===== src/rtl/core/dcc_pkg.sv =====
`timescale 1ns / 1ps
`default_nettype none
// ----------------------------------------------------------------------------
// dcc_pkg
// Constants and types shared by the dotcode card checksum block.
// ----------------------------------------------------------------------------
package dcc_pkg;

  localparam int CountW = 12;

  localparam logic [CountW-1:0] HEAD_LEN   = 12'h00C;
  localparam logic [CountW-1:0] SHORT_LAST = 12'h51B;
  localparam logic [CountW-1:0] LONG_LAST  = 12'h81B;
  localparam logic [5:0]        BLOCK_LEN  = 6'h30;
  localparam logic [7:0]        SHORT_FIXED = 8'h27;
  localparam logic [7:0]        LONG_FIXED  = 8'h2A;

  typedef enum logic {
    KIND_SHORT = 1'b0,
    KIND_LONG  = 1'b1
  } card_kind_t;

  typedef struct packed {
    logic        last;
    logic [7:0]  header_xor;
    logic [15:0] word_check;
    logic [7:0]  global_check;
  } dcc_result_t;

endpackage
`default_nettype wire


===== src/rtl/core/dotcode_card_checksum.sv =====
`timescale 1ns / 1ps
`default_nettype none
// ----------------------------------------------------------------------------
// dotcode_card_checksum
// Checksums a dotcode card image streamed one byte per word.
// ----------------------------------------------------------------------------
// Takes one image byte per cycle with no gaps of its own. Each byte is held
// in an input register and folded into the accumulators from there; on the
// last byte of an image (0x51C or 0x81C bytes per card_kind) one result word
// is loaded into the output register as that byte is folded in, and the
// accumulators clear for the next image. The single accumulate step per byte
// sets the rate; only a result stalled at the output while the last byte of
// the following image arrives holds the input.
// ----------------------------------------------------------------------------
module dotcode_card_checksum
  import dcc_pkg::*;
(
  input  wire logic        clk,
  input  wire logic        rst_n,
  input  wire logic        cfg_valid,
  output logic             cfg_ready,
  input  wire logic        cfg_card_kind,
  input  wire logic        in_valid,
  output logic             in_ready,
  input  wire logic [7:0]  in_data_byte,
  output logic             out_valid,
  input  wire logic        out_ready,
  output logic [7:0]       out_header_xor,
  output logic [15:0]      out_word_check,
  output logic [7:0]       out_global_check
);

  card_kind_t  kind_r;
  logic        s1_valid_r;
  logic [7:0]  s1_byte_r;
  logic        out_valid_r;
  logic [7:0]  hx_r;
  logic [15:0] wc_r;
  logic [7:0]  gc_r;

  dcc_result_t res;
  logic        s1_adv;
  logic        step;

  assign cfg_ready = 1'b1;

  dcc_accum u_accum (
    .clk       (clk),
    .rst_n     (rst_n),
    .step      (step),
    .data_byte (s1_byte_r),
    .card_kind (kind_r),
    .result    (res)
  );

  assign s1_adv   = !res.last || !out_valid_r || out_ready;
  assign step     = s1_valid_r && s1_adv;
  assign in_ready = !s1_valid_r || s1_adv;

  always_ff @(posedge clk) begin
    if (!rst_n) begin
      kind_r      <= KIND_SHORT;
      s1_valid_r  <= 1'b0;
      out_valid_r <= 1'b0;
    end else begin
      if (cfg_valid && cfg_ready) begin
        kind_r <= card_kind_t'(cfg_card_kind);
      end
      if (in_ready) begin
        s1_valid_r <= in_valid;
      end
      if (step && res.last) begin
        out_valid_r <= 1'b1;
      end else if (out_ready) begin
        out_valid_r <= 1'b0;
      end
    end
  end

  always_ff @(posedge clk) begin
    if (in_ready && in_valid) begin
      s1_byte_r <= in_data_byte;
    end
    if (step && res.last) begin
      hx_r <= res.header_xor;
      wc_r <= res.word_check;
      gc_r <= res.global_check;
    end
  end

  assign out_valid        = out_valid_r;
  assign out_header_xor   = hx_r;
  assign out_word_check   = wc_r;
  assign out_global_check = gc_r;

  // held byte must not be lost while the stage stalls
  a_s1_hold: assert property (@(posedge clk) disable iff (!rst_n)
    (s1_valid_r && !s1_adv) |=> (s1_valid_r && $stable(s1_byte_r)))
    else $error("input stage dropped a stalled byte");

  // a result only appears after an image-ending step
  a_out_src: assert property (@(posedge clk) disable iff (!rst_n)
    $rose(out_valid_r) |-> $past(step && res.last))
    else $error("result raised without a last byte");

  // never overwrite a result that has not been taken
  a_no_clobber: assert property (@(posedge clk) disable iff (!rst_n)
    (step && res.last) |-> (!out_valid_r || out_ready))
    else $error("pending result overwritten");

endmodule
`default_nettype wire


===== src/rtl/core/dcc_accum.sv =====
`timescale 1ns / 1ps
`default_nettype none
// ----------------------------------------------------------------------------
// dcc_accum
// Running header, pair-sum and block-XOR accumulators; clears at image end.
// ----------------------------------------------------------------------------
module dcc_accum
  import dcc_pkg::*;
(
  input  wire logic        clk,
  input  wire logic        rst_n,
  input  wire logic        step,
  input  wire logic [7:0]  data_byte,
  input  wire card_kind_t  card_kind,
  output dcc_result_t      result
);

  logic [CountW-1:0] byte_count_r, byte_count_nxt;
  logic [7:0]        head_xor_r, head_xor_nxt;
  logic [7:0]        head_sum_r, head_sum_nxt;
  logic [15:0]       pair_sum_r, pair_sum_nxt;
  logic [7:0]        block_xor_r, block_xor_nxt;
  logic [7:0]        block_tot_r, block_tot_nxt;
  logic [5:0]        block_pos_r, block_pos_nxt;

  logic [5:0]        pos_inc;
  logic [CountW-1:0] last_pos;
  logic [7:0]        fixed;
  logic [15:0]       wc;
  logic [7:0]        total;
  logic              last;

  always_comb begin
    head_xor_nxt  = head_xor_r;
    head_sum_nxt  = head_sum_r;
    pair_sum_nxt  = pair_sum_r;
    block_xor_nxt = block_xor_r;
    block_tot_nxt = block_tot_r;
    block_pos_nxt = block_pos_r;
    pos_inc       = block_pos_r + 6'd1;
    if (byte_count_r < HEAD_LEN) begin
      head_xor_nxt = head_xor_r ^ data_byte;
      head_sum_nxt = head_sum_r + data_byte;
    end else begin
      if (!byte_count_r[0]) begin
        pair_sum_nxt = pair_sum_r + {data_byte, 8'h00};
      end else begin
        pair_sum_nxt = pair_sum_r + {8'h00, data_byte};
      end
      block_xor_nxt = block_xor_r ^ data_byte;
      block_pos_nxt = pos_inc;
      if (pos_inc >= BLOCK_LEN) begin
        block_tot_nxt = block_tot_r + block_xor_nxt;
        block_xor_nxt = 8'h00;
        block_pos_nxt = 6'd0;
      end
    end

    last_pos = (card_kind == KIND_LONG) ? LONG_LAST : SHORT_LAST;
    fixed    = (card_kind == KIND_LONG) ? LONG_FIXED : SHORT_FIXED;
    last     = byte_count_r >= last_pos;
    byte_count_nxt = last ? '0 : byte_count_r + 12'd1;

    wc    = ~pair_sum_nxt;
    total = block_tot_nxt + block_xor_nxt;

    result.last         = last;
    result.header_xor   = head_xor_nxt;
    result.word_check   = wc;
    result.global_check = ~(fixed + head_sum_nxt + head_xor_nxt + wc[15:8] + wc[7:0] + total);
  end

  always_ff @(posedge clk) begin
    if (!rst_n) begin
      byte_count_r <= '0;
      head_xor_r   <= '0;
      head_sum_r   <= '0;
      pair_sum_r   <= '0;
      block_xor_r  <= '0;
      block_tot_r  <= '0;
      block_pos_r  <= '0;
    end else if (step) begin
      if (last) begin
        byte_count_r <= '0;
        head_xor_r   <= '0;
        head_sum_r   <= '0;
        pair_sum_r   <= '0;
        block_xor_r  <= '0;
        block_tot_r  <= '0;
        block_pos_r  <= '0;
      end else begin
        byte_count_r <= byte_count_nxt;
        head_xor_r   <= head_xor_nxt;
        head_sum_r   <= head_sum_nxt;
        pair_sum_r   <= pair_sum_nxt;
        block_xor_r  <= block_xor_nxt;
        block_tot_r  <= block_tot_nxt;
        block_pos_r  <= block_pos_nxt;
      end
    end
  end

endmodule
`default_nettype wire

===== config.mk =====
export PLATFORM = sky130hd
export DESIGN_NAME = dotcode_card_checksum
export DESIGN_NICKNAME = d
export VERILOG_FILES = /design/src/rtl/core/dcc_pkg.sv /design/src/rtl/core/dotcode_card_checksum.sv /design/src/rtl/core/dcc_accum.sv
export SDC_FILE = /design/constraint.sdc
export NUM_CORES = 1
export LEC_CHECK = 0
export ABC_AREA = 1
export BUFFER_PORTS_ARGS = -buffer_cell sky130_fd_sc_hd__clkbuf_2
export CORE_MARGIN = 1.5
export CORE_UTILIZATION = 40
export DETAILED_ROUTE_END_ITERATION = 8
export HOLD_SLACK_MARGIN = 0.03
export PLACE_DENSITY = 0.59
export SLEW_MARGIN = 25
export SYNTH_ARGS = -nofsm -noshare
export SYNTH_HDL_FRONTEND = slang
export SYNTH_SLANG_ARGS = --single-unit

===== constraint.sdc =====
create_clock -name clk -period 5.49 [get_ports clk]
set_input_delay 0.2745 -clock clk [delete_from_list [all_inputs] [get_ports clk]]
set_output_delay 0.2745 -clock clk [all_outputs]
set_load 0.02 [all_outputs]

# --- Word-level counts from Yosys, hierarchy flattened ---
# Cells that the tools add are included.
op_classes:
  muxes: 21
  magnitude_cmp: 3
  n_addsub: 12
  n_bitwise: 4
  n_eq_ne: 1
  n_reduce_logical: 11
op_table:
  columns: ["operator", "n"]
  rows:
  - ["$mux W8", 10]
  - ["$add A8 B8 Y8", 8]
  - ["$mux W16", 3]
  - ["$mux W12", 2]
  - ["$mux W6", 3]
  - ["$add A16 B16 Y16", 1]
  - ["$add A16 B8 Y16", 1]
  - ["$not A16 Y16", 1]
  - ["$xor A8 B8 Y8", 2]
  - ["$add A12 B1 Y12 const B", 1]
  - ["$ge A12 B12 Y1", 1]
  - ["$lt A12 B4 Y1 const B", 1]
  - ["$not A8 Y8", 1]
  - ["$add A6 B1 Y6 const B", 1]
  - ["$ge A6 B6 Y1 const B", 1]
  - ["$mux W4", 1]
  - ["$logic_and A1 B1 Y1", 3]
  - ["$logic_not A1 Y1", 3]
  - ["$logic_or A1 B1 Y1", 3]
  - ["$mux W1", 2]
  - ["$ne A2 B1 Y1 const B", 1]
  - ["$reduce_and A2 Y1", 1]
  - ["$reduce_bool A2 Y1", 1]
totals:
  in_bits: 14
  output_inout_bits: 35
  register_bits: 109

# --- Depth between registers and ports, before layout ---
# Gate-level depths: netlist of the first run.
depth:
  ltp_word: 8
  mapped_depth: 35
  mapped_depth_nobuf: 35

# --- Cells and area by module ---
# From an unflattened synthesis of the first run, not the netlist that was laid out.
unflattened:
  hier_cells: 957
  hier_area_um2: 7493.4
by_module_without_submodules:
  columns: ["module", "cells_each", "area_each_um2", "n_inst"]
  rows:
  - ["dcc_accum", 893, 6128.4, 1]
  - ["dotcode_card_checksum", 64, 1365.1, 1]

# --- Least setup slack after synthesis of the first run ---
# No wires, ideal clock.
synth_timing:
  path_type: "reg2reg"
  startpoint: "register s1_byte_r[1]"
  endpoint: "register gc_r[7], in the netlist out_global_check[7], data pin"
  stages_incl_launch_ff: 31
  setup_ns: 0.252
  required_ns: 5.238
  path_slack_ns: -0.115
  n_path_buf: 0
  t_arrival_ns: 5.353
  path_cell_list: "edfxtp_1 > inv_1 > fa_1 > o21ai_0 > nand2_1 > nand2_1 > nand2_1 > o21ai_0 > nand3_1 > nand2_1 > nand2_1 > fa_1 > fa_1 > inv_1 > fa_1 > inv_1 > fa_1 > inv_1 > fa_1 > nand4_1 > nand3_1 > nand2_1 > inv_1 > nor2_1 > inv_1 > nand2_1 > nand2_1 > nand2_1 > nand2_1 > nand2_1 > nand2_1"
synth_rtl:
  columns: ["item", "line_no", "source"]
  rows:
  - ["start, declared", "dotcode_card_checksum.sv:35", "logic [7:0] s1_byte_r;"]
  - ["start signal, assigned", "dotcode_card_checksum.sv:82", "s1_byte_r <= in_data_byte;"]
  - ["end signal, assigned", "dotcode_card_checksum.sv:87", "gc_r <= res.global_check;"]
  - ["end, declared", "dotcode_card_checksum.sv:39", "logic [7:0] gc_r;"]

==> flow_summary.toml, run 1 <==
[run_status]
status = "completed"

[cts]
max-clock-path-buffers = 2
h-tree-depth = 3
clkSinkCount = 109
cts_made_buffers = 9
clockRootBuffer = "clkbuf_16"
clk_pin_slew_ps = 80
cts_tree = "built"
clkLatencyLatePin_ps = 360

[placed_design]
dpl_worst_slack_ps = -275
io_buffer_count = 47
post-dp-hpwl_mm = 15.1
post-place-cells = 1359
gp_congestion = 0.873
placed_cell_area_sq_um = 8700

[sta]
slew_viol_final = 0
max_freq_mhz = 183
finalHoldViolCount = 0
rsz0062_at_grt = "yes"
finalCritPeriodShare_pct = 99.3
worst_pin_slew_ps = 759
setup_viol = 0
fin_hold_ws_ps = 82.0
fin_ws_ps = 37.4
fin_setup_tns_ps = 0
max-slew-margin-rel_pct = 49.4
min_period_ps = 5450
finClkSkew_ps = 10.2

[critical_path]
worstSetupEndpointType = "flop"
worstPathRequired_ps = 5620
cp_slowest_stage_delay_ps = 560
reg2reg_slack_ps = 40
critical_path_class = "reg -> reg"
r2r-start = "s1_byte_r[0]"
worst_r2r_endpoint = "out_global_check[7]"
critPathTopFamily = "adder cells"
worstPathArrival_ps = 5580
cp_max_fo = 3
critPathMostFrequentCell = "nand2_1"
r2r_cells = 33
critPathLaunchType = "flop"
critPathBufInv = 7
cpMaxStageDelayCell = "fa_2"

[grt]
first_global_vias = 6380
grt_max_degree = 59
grt_overflow_total = 0
track_usage_pct = 21.5
antenna_found_initial = 0
grt_pass1_wl_mm = 33.2

[worst_hold_path]
worstHoldStart = "in_data_byte[6]"
hold_class = "in -> reg"
min_path_cells = 1
hold_end = "s1_byte_r[6]"

[power]
vdd.ir_drop.worst_v = 0.000171
seq_power_share_pct = 36.3
powerDensity_nw_per_um2 = 260
clkPwrFrac_pct = 27.1
finalPower_mw = 2.46
p_leak_nw = 4.23
p_int_mw = 1.65
power.share.switching_pct = 33.1
p_comb_share_pct = 36.5
switching_power_uw = 815

[layout]
final_cell_area_sq_um = 9470
nNetsFinal = 1244
final_util_pct = 50.8
finalNonFillerCells = 1390
n_antenna_cell = 0
area_growth_pct = 24.7
drive_above_1_share_pct = 22.8
num-fill-cells = 1830

[routing]
vias = 6830
wire_per_inst_um = 15.0
ant_nets = 0
drt_first_iter_violations = 512
vias_per_cell = 4.91
drcViolationCount = 0
routed_wl_mm = 20.8
first_pass_iters = 5

[floorplan]
dieArea_sq_um = 19800
die_h_um = 141
fp.coreArea_sq_um = 18600
row_count = 50
die_w_um = 141
start_util_pct = 40.7
io_pins = 49

[yosys]
syn_area_per_cell_sq_um = 7.53
synth_edf_count = 40
yosysWarnings = 0
async_flop_share_pct = 0
ys_seq_area_share_pct = 34.0
synthesis.area_sq_um = 7590
ys_types = 41
ys.flop_type = "dfxtp_1"
synth_cells = 1009
synth_nets = 1102
ys_seq_elements = 109

[job]
maxCapViolations = 0
[final cells by class]
cell class	count	area (sq um)	area share [%]
Multi-Input combinational cell	729	4670	49.3
Sequential cell	109	2580	27.3
Clock buffer	10	250	2.64
Timing Repair Buffer	161	1100	11.6
Inverter	141	532	5.61
Clock inverter	6	43.8	0.462
Tap cell	234	293	3.09
[worst max-delay path by stage]
stage,cells past startpoint,from,slack (ps),to
finish,33,s1_byte_r[0],40,out_global_check[7]
global route,35,s1_byte_r[0],-240,out_global_check[7]
CTS,36,s1_byte_r[1],2,out_global_check[7]
detailed placement,31,s1_byte_r[0],-270,out_global_check[7]
global placement,31,s1_byte_r[0],-180,out_global_check[7]
floorplan,30,s1_byte_r[1],30,out_global_check[7]
[layout by cell type, fill, tap and decap left out, types with 26 or more instances in the layout]
| cell type | n |
|---|---|
| ha_1 | 31 |
| clkbuf_2 | 47 |
| nand3_1 | 39 |
| a21oi_1 | 91 |
| xor2_1 | 26 |
| nand2_1 | 303 |
| inv_1 | 128 |
| nor2_1 | 50 |
| edfxtp_1 | 40 |
| buf_4 | 111 |
| dfxtp_1 | 69 |
[timing repair]
action	4_1_cts	5_1_grt
gates resized for setup	28	63
cloned	0	0
setup endpoints to repair	1	3
buffers inserted	4	11
pin swaps	14	52
hold buffers	0	0
[sequential cells by signal (all words and copies together) (netlist names)]
signal,cells
out_word_check,16
u_accum.pair_sum_r,16
u_accum.head_sum_r,8
u_accum.block_tot_r,8
u_accum.block_pos_r,6
out_header_xor,8
u_accum.byte_count_r,12
out_valid,1
u_accum.head_xor_r,8
s1_byte_r,8
out_global_check,8
s1_valid_r,1
kind_r,1
u_accum.block_xor_r,8
[cell usage after synthesis (2+ instances only)]
library cell	count	area [sq um]
xnor2_1	24	210
clkbuf_1	13	48.8
fa_1	31	621
dfxtp_1	69	1380
inv_1	137	514
nor2_1	53	199
xor2_1	26	228
buf_4	5	37.5
or2_2	3	18.8
edfxtp_1	40	1200
inv_2	3	11.3
a21oi_1	97	485
nand3_1	44	220
ha_1	48	601
and2_1	2	12.5
nand4_1	12	75.1
a211oi_1	4	30.0
o21a_1	4	30.0
nand2_1	316	1190
buf_2	7	35.0
o21ai_0	36	180
or2_1	2	12.5
nor3_1	4	20.0
buf_6	4	45.0
nand3b_1	2	15.0
a31oi_1	2	12.5
o211ai_1	4	30.0
nor2_2	4	25.0
[cells by family (layout without fill, tap and decap cells)]
logic type / Yosys count / after routing / share of synthesized area (%)
compound gates: 153 / 153 / 10.8
buf+inv: 171 / 318 / 9.21
fa+ha+maj: 79 / 79 / 16.1
flops: 109 / 109 / 34.0
xor+xnor: 50 / 50 / 5.77
other cells: 1 / 1 / 0.0494
simple gates: 446 / 446 / 24.1
[worst reg2reg max path, delay by kind of cell, from the launching register on]
family	cells	cell delay (ps)
adder cells (fa/ha/maj)	7	2780
flip-flops	1	400
AO/OA/AOI/OAI	1	190
AND/OR/NAND/NOR	18	1460
buffers and inverters	7	390
[power groups by stage]
stage	combinational [mW]	clock, mW	sequential (mW)
CTS	0.859	0.688	0.893
global route	1.01	0.716	0.897
finish	0.899	0.667	0.895
detailed placement	0.796	0	0.912
global placement	0.790	0	0.912
floorplan	0.514	0	0.913
[metal layers]
metal | global-route usage (%) | vias to the layer above | wire [um]
met5 | 0 | - | 0
met4 | 6.85 | 0 | 406
met3 | 2.96 | 25 | 836
met2 | 35.7 | 159 | 9920
met1 | 29.1 | 3143 | 9680
li1 | - | 3503 | -
Note: power is estimated with default switching activity, not from simulation.
==> run 2, diff against run 1 <==
- CORE_ASPECT_RATIO: default -> 0.6
- SYNTH_HIERARCHICAL: default -> 1
==> run 2 against run 1 <==
Compared with the run above: routed wire length rose by 1.2%; clock power rose by 5.4%; critical endpoint unchanged; clock-buffer cell count fell by 1; cell area fell by 1.8%; highest routed layer unchanged; sequential power rose by 2.2%; synthesized cell count fell by 5.2%; sequential share of layout area rose by 0.51 points; largest power group unchanged.
==> flow_summary.toml, run 2 <==
[run_status]
status = "completed"

[sta]
slew_viol_final = 0
setup_viol = 0
min_period_ps = 5360
finalHoldViolCount = 0
finClkSkew_ps = 13.8
max_freq_mhz = 186
rsz0062_at_grt = "yes"
worst_pin_slew_ps = 1010
finalCritPeriodShare_pct = 97.7
fin_hold_ws_ps = 76.9
max-slew-margin-rel_pct = 32.0

[power]
vdd.ir_drop.worst_v = 0.000316
finalPower_mw = 3.28
powerDensity_nw_per_um2 = 353
p_leak_nw = 4.10

[yosys]
synth_top_area_share_pct = 18.4
ys.flop_type = "dfxtp_1"
synth_nets = 1050
syn_area_per_cell_sq_um = 7.83
synth_cells = 957
yosysMostFrequentCell = "nand2_1"
synth_edf_count = 40
synthTopCellsByArea = "dfxtp_1 (18%), edfxtp_1 (16%), nand2_1 (12%)"
ys_seq_area_share_pct = 34.5
synth_largest_area_cell = "dfxtp_1"
synthesis.area_sq_um = 7490
synth_common_cells = "nand2_1 (249), inv_1 (131), a21oi_1 (79)"
ys_seq_elements = 109
async_flop_share_pct = 0
yosysWarnings = 6
ys_types = 53

[worst_hold_path]
hold_class = "in -> reg"

[layout]
n_antenna_cell = 0
mostFrequentLayoutCell = "nand2_1"
area_growth_pct = 24.1
num-fill-cells = 1763
drive_above_1_share_pct = 23.3
final_cell_mix = "nand2_1 (244), inv_1 (126), buf_4 (106)"
final_util_pct = 51.1
nNetsFinal = 1189

[job]
maxCapViolations = 0

[routing]
vias_per_cell = 4.91
wire_per_inst_um = 15.7
drcViolationCount = 0
ant_nets = 0
routed_wl_mm = 21.1
drt_first_iter_violations = 492
vias = 6578
first_pass_iters = 5

[grt]
grt_max_degree = 41
antenna_found_initial = 0
track_usage_pct = 22.1
grt_pass1_wl_mm = 33.2
first_global_vias = 6042
grt_overflow_total = 0

[cts]
cts_made_buffers = 9
cts_hold_buf = 0
cts_tree = "built"
h-tree-depth = 3
clk_pin_slew_ps = 90
max-clock-path-buffers = 2
clkSinkCount = 109
clockRootBuffer = "clkbuf_16"
clkLatencyLatePin_ps = 370

[placed_design]
gp_congestion = 0.903
io_buffer_count = 47
post-dp-hpwl_mm = 16.0

[critical_path]
cp_max_fo = 3
critPathLaunchType = "flop"
worstPathRequired_ps = 5620
worstSetupEndpointType = "flop"
worstPathArrival_ps = 5490
critical_path_class = "reg -> reg"

[floorplan]
fp.coreArea_sq_um = 18200
die_w_um = 180
dieArea_sq_um = 19600
die_h_um = 109
start_util_pct = 41.2
io_pins = 49
row_count = 38
[run 2: cell types whose count changed in the layout (fill, tap and decap cells not counted), moves of 6 or more]
cell,before,now
nand2_1,303,244
a21oi_1,91,76
nand3_1,39,49
fa_1,21,28
fa_2,10,4
xor2_1,26,20
[run 2: area by class of cell]
| type | count | area, sq um | area share, % |
|---|---|---|---|
| multi-input cells | 684 | 4530 | 48.6 |
| inverters | 137 | 514 | 5.53 |
| clock buffers | 9 | 225 | 2.42 |
| flip-flops and latches | 109 | 2580 | 27.8 |
| well taps | 240 | 300 | 3.23 |
| clock inverters | 7 | 91.3 | 0.982 |
| repair buffers | 155 | 1060 | 11.4 |
[run 2: timing repair]
action | in CTS | in global routing
buffers inserted | 8 | 8
gates resized for setup | 23 | 35
pin swaps | 14 | 32
hold endpoints to repair | 0 | 0
setup endpoints to repair | 1 | 2
[run 2: logic make-up after synthesis]
family                   synth area share (%)
other                                  0.0500
AND/OR/NAND/NOR                          24.3
multiplexers                            0.134
XOR/XNOR                                 5.03
flip-flops                               34.5
adder cells (fa/ha/maj)                  16.4
AO/OA/AOI/OAI                            11.1
buffers and inverters                    8.62
[run 2: per-layer routing]
metal / global-route usage (%) / routed length [um] / part of all wire (%)
met1: 33.9 / 11100 / 52
met2: 30.5 / 8070 / 38
met3: 5.31 / 1660 / 7.8
met4: 5.89 / 310 / 1.5
met5: 0 / 0 / 0
[run 2: worst max-delay path: stages (launching register included)]
cell and delay, ps:
edfxtp_1 460, xor2_2 210, ha_2 230, inv_2 50
fa_2 370, xor2_1 150, o21ai_1 110, buf_4 140
fa_1 420, fa_1 460, fa_1 530, inv_2 40
fa_1 480, inv_2 50, fa_2 390, nand3_2 90
nand2_2 80, nand2_4 90, nand2_4 70, a21oi_4 150
xor2_2 190, nand3_1 120, nand2_1 70, nand2_1 50
nand2_1 60, inv_1 30
[run 2: worst paths after layout]
path                    startpoint                     to  slack [ps]  depth (start not counted)
max                   s1_byte_r[0]    out_global_check[7]         130                         25
min                in_data_byte[2]           s1_byte_r[2]          80                          1
max reg2reg           s1_byte_r[0]    out_global_check[7]         130                         25
min reg2reg  u_accum/head_xor_r[2]  u_accum/head_xor_r[2]         490                          2
[run 2: stage by stage]
step / setup WS (ps) / cell area, sq um / cells / setup TNS, ps
2_1_floorplan: 241 / 7490 / 957 / 0
3_3_place_gp: -146 / 8610 / 1309 / -146
3_5_place_dp: -202 / 8610 / 1309 / -202
4_1_cts: 6.06 / 9080 / 1333 / 0
5_1_grt: -124 / 9300 / 1341 / -158
6_report: 128 / 9300 / 1341 / 0
[run 2: where the power goes]
group          internal [mW]  switching (mW)  total, mW
registers              0.903          0.0125      0.915
logic                  0.851           0.816       1.67
clock network          0.366           0.337      0.703
total                   2.12            1.17       3.28
==> run 3, diff against run 2 <==
- SETUP_SLACK_MARGIN: default -> 0.5
==> run 3 against run 2 <==
Compared with the run above: core utilization down 2.0 points; die area unchanged; largest cell class unchanged; critical path type unchanged; routed wire length down 2.2%; clock-buffer cell count unchanged.
==> flow_summary.toml, run 3 (synthesized netlist as in run 2, its figures left out) <==
[run_status]
status = "completed"

[worst_hold_path]
hold_class = "in -> reg"

[sta]
finalHoldViolCount = 0
finClkSkew_ps = 15.7
setup_viol = 0
worst_pin_slew_ps = 759
finalCritPeriodShare_pct = 96.2
min_period_ps = 5280
slew_viol_final = 0
fin_setup_tns_ps = 0
rsz0062_at_grt = "yes"
max_freq_mhz = 189
max-slew-margin-rel_pct = 49.0

[routing]
wl_met1_mm = 10.9
routed_wl_mm = 20.6
routed-wl-met3_mm = 1.64
top_layer = "met4"
wire_per_inst_um = 15.9
vias = 6402
wl_met2_mm = 7.91
first_pass_iters = 5
drt_first_iter_violations = 468
drcViolationCount = 0
vias_per_cell = 4.93
ant_nets = 0

[grt]
track_usage_pct = 21.5
grt_overflow_total = 0
grt_pass1_wl_mm = 32.2
first_global_vias = 5727
antenna_found_initial = 1
grt_max_degree = 53

[layout]
mostFrequentLayoutCell = "nand2_1"
num-fill-cells = 1805
area_growth_pct = 19.4
final_cell_mix = "nand2_1 (244), inv_1 (129), a21oi_1 (76)"
drive_above_1_share_pct = 19.9
nNetsFinal = 1146
final_cell_area_sq_um = 8940

[power]
powerDensity_nw_per_um2 = 333
p_leak_nw = 3.89
vdd.ir_drop.worst_v = 0.000259

[critical_path]
worstPathArrival_ps = 5400
worstSetupEndpointType = "flop"
cp_max_fo = 4
critPathLaunchType = "flop"
critical_path_class = "reg -> reg"
worstPathRequired_ps = 5600
reg2reg_slack_ps = 210

[cts]
cts_made_buffers = 9
max-clock-path-buffers = 2
clockRootBuffer = "clkbuf_16"
clk_pin_slew_ps = 90
cts_hold_buf = 0
cts_tree = "built"
h-tree-depth = 3
clkSinkCount = 109
clkLatencyLatePin_ps = 350

[placed_design]
placed_cell_area_sq_um = 8330
gp_congestion = 0.876
io_buffer_count = 47
post-dp-hpwl_mm = 15.4

[floorplan]
fp.coreArea_sq_um = 18200
io_pins = 49
start_util_pct = 41.2
dieArea_sq_um = 19600
die_w_um = 180
row_count = 38
die_h_um = 109

[job]
maxCapViolations = 0
[run 3: per-layer routing]
metal / vias to the layer above / global-route usage, %
li1: 3278 / -
met1: 2902 / 34.6
met2: 214 / 28.9
met3: 8 / 4.58
met4: 0 / 3.57
met5: - / 0
[run 3: final timing paths]
path	from	to	depth (start not counted)
setup / recovery	s1_byte_r[0]	out_global_check[7]	24
hold / removal	in_data_byte[4]	s1_byte_r[4]	1
setup reg to reg	s1_byte_r[0]	out_global_check[7]	24
hold reg to reg	u_accum/head_xor_r[4]	u_accum/head_xor_r[4]	2
[run 3: report_power, final]
| part | switching, mW | total [mW] | leakage (nW) | internal, mW |
|---|---|---|---|---|
| clock network | 0.343 | 0.668 | 0.148 | 0.325 |
| registers | 0.0143 | 0.917 | 0.882 | 0.903 |
| logic | 0.728 | 1.40 | 2.86 | 0.668 |
| total | 1.09 | 2.98 | 3.89 | 1.90 |
[run 3: critical path: stages, from the launching register on]
cell	delay, ps
edfxtp_1	490
xor2_2	230
ha_2	210
inv_1	50
fa_2	530
o21ai_2	80
fa_1	480
inv_1	50
fa_1	480
fa_1	560
inv_1	40
ha_1	270
ha_1	240
fa_2	400
nand3_2	80
nand2_2	60
nand2_2	90
nand2_4	80
a21oi_4	160
xor2_2	170
nand3_1	120
nand2_1	70
nand2_1	40
nand2_1	50
inv_1	30
[run 3: through the flow]
step / hold WS [ps] / worst slack [ps] / utilization (%) / std cells / power [mW]
floorplan: 368 / 446 / - / 957 / 1.72
global placement: 453 / 39.1 / 45.7 / 1268 / 2.07
detailed placement: 453 / -5.31 / 45.7 / 1268 / 2.08
CTS: 79.1 / 152 / 47.9 / 1290 / 2.79
global route: 81.6 / -28.9 / 49.1 / 1298 / 3.22
finish: 95.9 / 208 / 49.1 / 1299 / 2.98
[run 3: timing repair]
action,4_1_cts,5_1_grt
buffers inserted,6,8
endpoints found under the setup margin,2,4
gates cloned,0,0
hold endpoints to repair,0,0
gates resized for setup,11,32
pin swaps,12,23
[run 3: area by class of cell]
| class | instances | area (sq um) | share of cell area, % |
|---|---|---|---|
| sequential | 109 | 2580 | 28.9 |
| tap | 240 | 300 | 3.36 |
| inverter | 137 | 514 | 5.75 |
| timing repair buffer | 112 | 727 | 8.13 |
| clock inverter | 7 | 78.8 | 0.881 |
| clock buffer | 9 | 225 | 2.52 |
| multi-input combinational | 684 | 4510 | 50.5 |
| antenna | 1 | 2.50 | 0.0280 |
